**src/rtl/rls_pkg.sv**
```systemverilog
// Shared types and constants for the RGB 3x3 Laplacian sharpening block.
// Holds the register map, the pixel and result record types, and the result
// queue sizing. No dependencies.
`default_nettype none

package rls_pkg;

    // Configuration register map (register index = paddr[3:2]).
    localparam int ADDR_W    = 4;
    localparam int REG_IDX_W = 2;

    localparam logic [REG_IDX_W-1:0] REG_FRAME_WIDTH    = 2'd0;
    localparam logic [REG_IDX_W-1:0] REG_FRAME_HEIGHT   = 2'd1;
    localparam logic [REG_IDX_W-1:0] REG_SHARPEN_ENABLE = 2'd2;

    localparam int FRAME_WIDTH_W  = 11;
    localparam int FRAME_HEIGHT_W = 13;

    localparam logic [FRAME_WIDTH_W-1:0]  FRAME_WIDTH_RST    = 11'd640;
    localparam logic [FRAME_HEIGHT_W-1:0] FRAME_HEIGHT_RST   = 13'd480;
    localparam logic                      SHARPEN_ENABLE_RST = 1'b1;

    // Output tag widths.
    localparam int OUT_COL_W = 10;
    localparam int OUT_ROW_W = 12;

    localparam logic [7:0] WHITE = 8'd255;

    // Which results a pixel causes, one bit each, in output order.
    localparam int RES_W        = 3;
    localparam int RES_CENTER   = 0;
    localparam int RES_LAST_COL = 1;
    localparam int RES_LAST_ROW = 2;

    // Result queue.
    localparam int FIFO_DEPTH = 4;
    localparam int FIFO_AW    = 2;

    typedef struct packed {
        logic [7:0] blue;
        logic [7:0] green;
        logic [7:0] red;
    } pixel_t;

    // One queue entry holds every result caused by one input pixel.
    typedef struct packed {
        pixel_t               rgb;
        logic [OUT_COL_W-1:0] col;
        logic [OUT_ROW_W-1:0] row;
        logic [RES_W-1:0]     flags;
    } result_t;

endpackage

`default_nettype wire

```
**src/rtl/rls_filter.sv**
```systemverilog
// Laplacian sharpening arithmetic for one 3x3 RGB window, all three channels.
// Depends on rls_pkg for the pixel type.
`default_nettype none

module rls_filter (
    input  rls_pkg::pixel_t win [9],
    input  logic            sharpen,
    output rls_pkg::pixel_t result
);

    logic [23:0] res_bits;

    // centre + (8*centre - neighbours) = 9*centre - neighbours, clamped to 0..255; centre if !sharpen.
    always_comb
    begin
        logic [10:0]        nsum;
        logic [7:0]         centre;
        logic signed [12:0] v;
        res_bits = '0;
        for (int k = 0; k < 3; k++)
        begin
            nsum = '0;
            for (int i = 0; i < 9; i++)
            begin
                if (i != 4)
                begin
                    nsum = nsum + 11'(win[i][8*k +: 8]);
                end
            end
            centre = win[4][8*k +: 8];
            if (sharpen)
            begin
                v = $signed({2'b00, centre, 3'b000}) + $signed({5'b00000, centre})
                    - $signed({2'b00, nsum});
            end
            else
            begin
                v = $signed({5'b00000, centre});
            end
            if (v < 0)
            begin
                res_bits[8*k +: 8] = 8'd0;
            end
            else if (v > 13'sd255)
            begin
                res_bits[8*k +: 8] = rls_pkg::WHITE;
            end
            else
            begin
                res_bits[8*k +: 8] = v[7:0];
            end
        end
    end

    assign result = res_bits;

endmodule

`default_nettype wire

```
**config.mk**
```make
export PLATFORM = sky130hd
export DESIGN_NAME = rls_filter
export DESIGN_NICKNAME = d
export VERILOG_FILES = /design/src/rtl/rls_pkg.sv /design/src/rtl/rls_filter.sv
export SDC_FILE = /design/constraint.sdc
export NUM_CORES = 1
export LEC_CHECK = 0
export BUFFER_PORTS_ARGS = -buffer_cell sky130_fd_sc_hd__buf_4
export CORE_ASPECT_RATIO = 2
export CORE_MARGIN = 2
export CORE_UTILIZATION = 45
export DETAILED_ROUTE_END_ITERATION = 8
export PLACE_DENSITY = 0.68
export RECOVER_POWER = 100
export SYNTH_ARGS = -nofsm -noshare
export SYNTH_HDL_FRONTEND = slang
export SYNTH_SLANG_ARGS = --single-unit
```
**constraint.sdc**
```tcl
create_clock -name vclk -period 17.5
set_clock_uncertainty 0.15 [all_clocks]
set_input_delay 3.5 -clock vclk [all_inputs]
set_output_delay 3.5 -clock vclk [all_outputs]
set_load 0.01 [all_outputs]
```
==> results_dict.tcl <==
set metrics [dict create \
    startpoint "win[107]" \
    grt_pass1_wl_mm 31.1 \
    syn-num-nets 1246 \
    cts_setup_buffers 0 \
    nFlopsAndLatches 0 \
    setup_viol 0 \
    dr.pass1.iters 4 \
    period_share_pct 71.1 \
    hold_buffers 0 \
    setup_tns_ns 0 \
    synthCells 780 \
    critPathSlowestCell "fa_1" \
    cts_resized 0 \
    nets 1474 \
    dieWidth_um 93.7 \
    hold_viol 0 \
    dp_hpwl_mm 17.6 \
    layout.cells.non_filler 1207 \
    finalMaxSlewViolations 0 \
    die_y_um 183 \
    multi_input_area_sq_um 6170 \
    via_per_inst 4.96 \
    finalWirelength_mm 18.9 \
    grt_pass1_vias 6772 \
    post_drt_wl_per_cell_um 15.7 \
    fin_area_sq_um 9150 \
    criticalPathCategory "in -> out" \
    cp.required_ns 13.85 \
    dieArea_sq_um 17200 \
    grt-ovfl-total 0 \
    final_layout_size_suffix_gt1_share_pct 22.5 \
    yosys_warnings 0 \
    vias 5992 \
    final_core_util_pct 58.0 \
    path_cells "buf_4 -> fa_1 -> fa_1 -> inv_1 -> fa_1 -> inv_1 -> fa_1 -> inv_1 -> fa_1 -> inv_1 -> ha_1 -> and3_1 -> a221oi_1 -> nor3_1 -> mux2_1 -> a211oi_1 -> and3_1 -> a311oi_1 -> clkbuf_1" \
    yosysSeqAreaShare_pct 0 \
    layout.area.seq_sq_um 0 \
    synthDistinctLibCells 58 \
    fillers 1505 \
    antenna_found_initial 0 \
    crit_end "result[9]" \
    rows 65 \
    hold_path.class "in -> out" \
    max-slew-margin-rel_pct 38.9 \
    port_buffers 241 \
    fp.coreArea_sq_um 15800 \
    crit_path_end_kind "primary output" \
    dp.cells 1207 \
    grt_max_degree 44 \
    syn_area_sq_um 7240 \
    clkbuf_count 0 \
    syn2layout_area_growth_pct 26.3 \
    critPathArrivalTime_ns 8.79 \
    max_stage_delay_ns 0.53 \
    critPathLaunchType "primary input" \
    drv_cap 0 \
    initial_core_util_pct 45.9 \
    rsz0062_at_grt "no" \
    finalWeightedCongestion 0.854 \
    final_common_cell "inv_1" \
    clock.fmax_mhz 80.4 \
    drtAntennaViolNets 0 \
    avgSynthCellArea_sq_um 9.29 \
    n_antenna_cell 0 \
    run_status "finished clean" \
    mostFrequentLayoutCells "inv_1, buf_4, fa_1, ha_1, nor2_1" \
    drc 0 \
    worstPathMaxFanout 8 \
    placed_area_sq_um 9240 \
    tightest_slew_ns 0.909 \
    crit_top_cell "fa_1" \
    grt_use_total_pct 22.8 \
    period_needed_ns 12.44 \
    ios 241 \
    drt_iter0_drc 161 \
]
[cell usage after synthesis (all sizes together) (2+ instances only)]
cell	count	area, sq um
a211o	2	17.5
buf	2	16.3
nor3	6	30.0
nor3b	4	30.0
nor2b	6	37.5
nand2b	3	18.8
a21oi	19	95.1
nor4b	2	17.5
nand2	13	48.8
nand3	5	25.0
ha	63	788
o21ai	12	60.1
a221oi	6	52.6
o21a	4	30.0
a21o	14	106
a41o	3	30.0
fa	186	3720
a2111oi	4	35.0
mux2i	2	20.0
xor2	16	148
clkbuf	13	48.8
mux2	3	33.8
and4	4	37.5
a211oi	7	57.6
inv	268	1010
o311a	2	20.0
o31ai	5	37.5
and3	7	48.8
o21bai	2	15.0
nor2	42	158
xnor2	11	96.3
o211ai	3	22.5
a311oi	22	193
a31oi	2	12.5
[stage by stage]
| stage | hold slack, ns | setup slack [ns] |
|---|---|---|
| floorplan | 6.99 | 5.64 |
| global placement | 7.22 | 5.13 |
| global route | 7.24 | 4.71 |
| detailed placement | 7.23 | 5.04 |
| finish | 7.22 | 5.06 |
| CTS | 7.23 | 5.02 |
[area by class of cell]
cell class	instances	share of cell area, %
inverters	269	11.0
well taps	201	2.75
repair buffers	241	18.8
multi-input cells	496	67.4
[routing by layer]
| metal | wire [um] | up-vias | track usage (%) |
|---|---|---|---|
| met2 | 12400 | 138 | 50.2 |
| li1 | - | 2826 | - |
| met4 | 258 | 0 | 2.38 |
| met5 | 0 | - | 0 |
| met1 | 5680 | 3009 | 22.7 |
| met3 | 631 | 19 | 1.19 |
[worst min path at each step]
stage / start / to / slack, ns / depth (start not counted)
detailed placement: win[110] / result[14] / 7.23 / 4
global route: win[118] / result[22] / 7.24 / 4
global placement: win[110] / result[14] / 7.22 / 4
floorplan: win[106] / result[10] / 6.99 / 2
finish: win[110] / result[14] / 7.22 / 4
CTS: win[118] / result[22] / 7.23 / 4
[kinds of logic after synthesis]
family                   synth area share [%]
XOR/XNOR                                 3.37
buffers and inverters                    14.8
multiplexers                            0.743
adder cells (fa/ha/maj)                  62.3
AND/OR/NAND/NOR                          7.15
AO/OA/AOI/OAI                            11.6
[critical path, delay by kind of cell]
kind / cells / cell delay, ns
mux: 1 / 0.34
fa+ha+maj: 6 / 2.84
compound gates: 3 / 0.80
simple gates: 3 / 0.78
buf+inv: 6 / 0.51
Power is not shown: default switching activity piles up to over one toggle a cycle in this logic, so the estimate is an artifact.
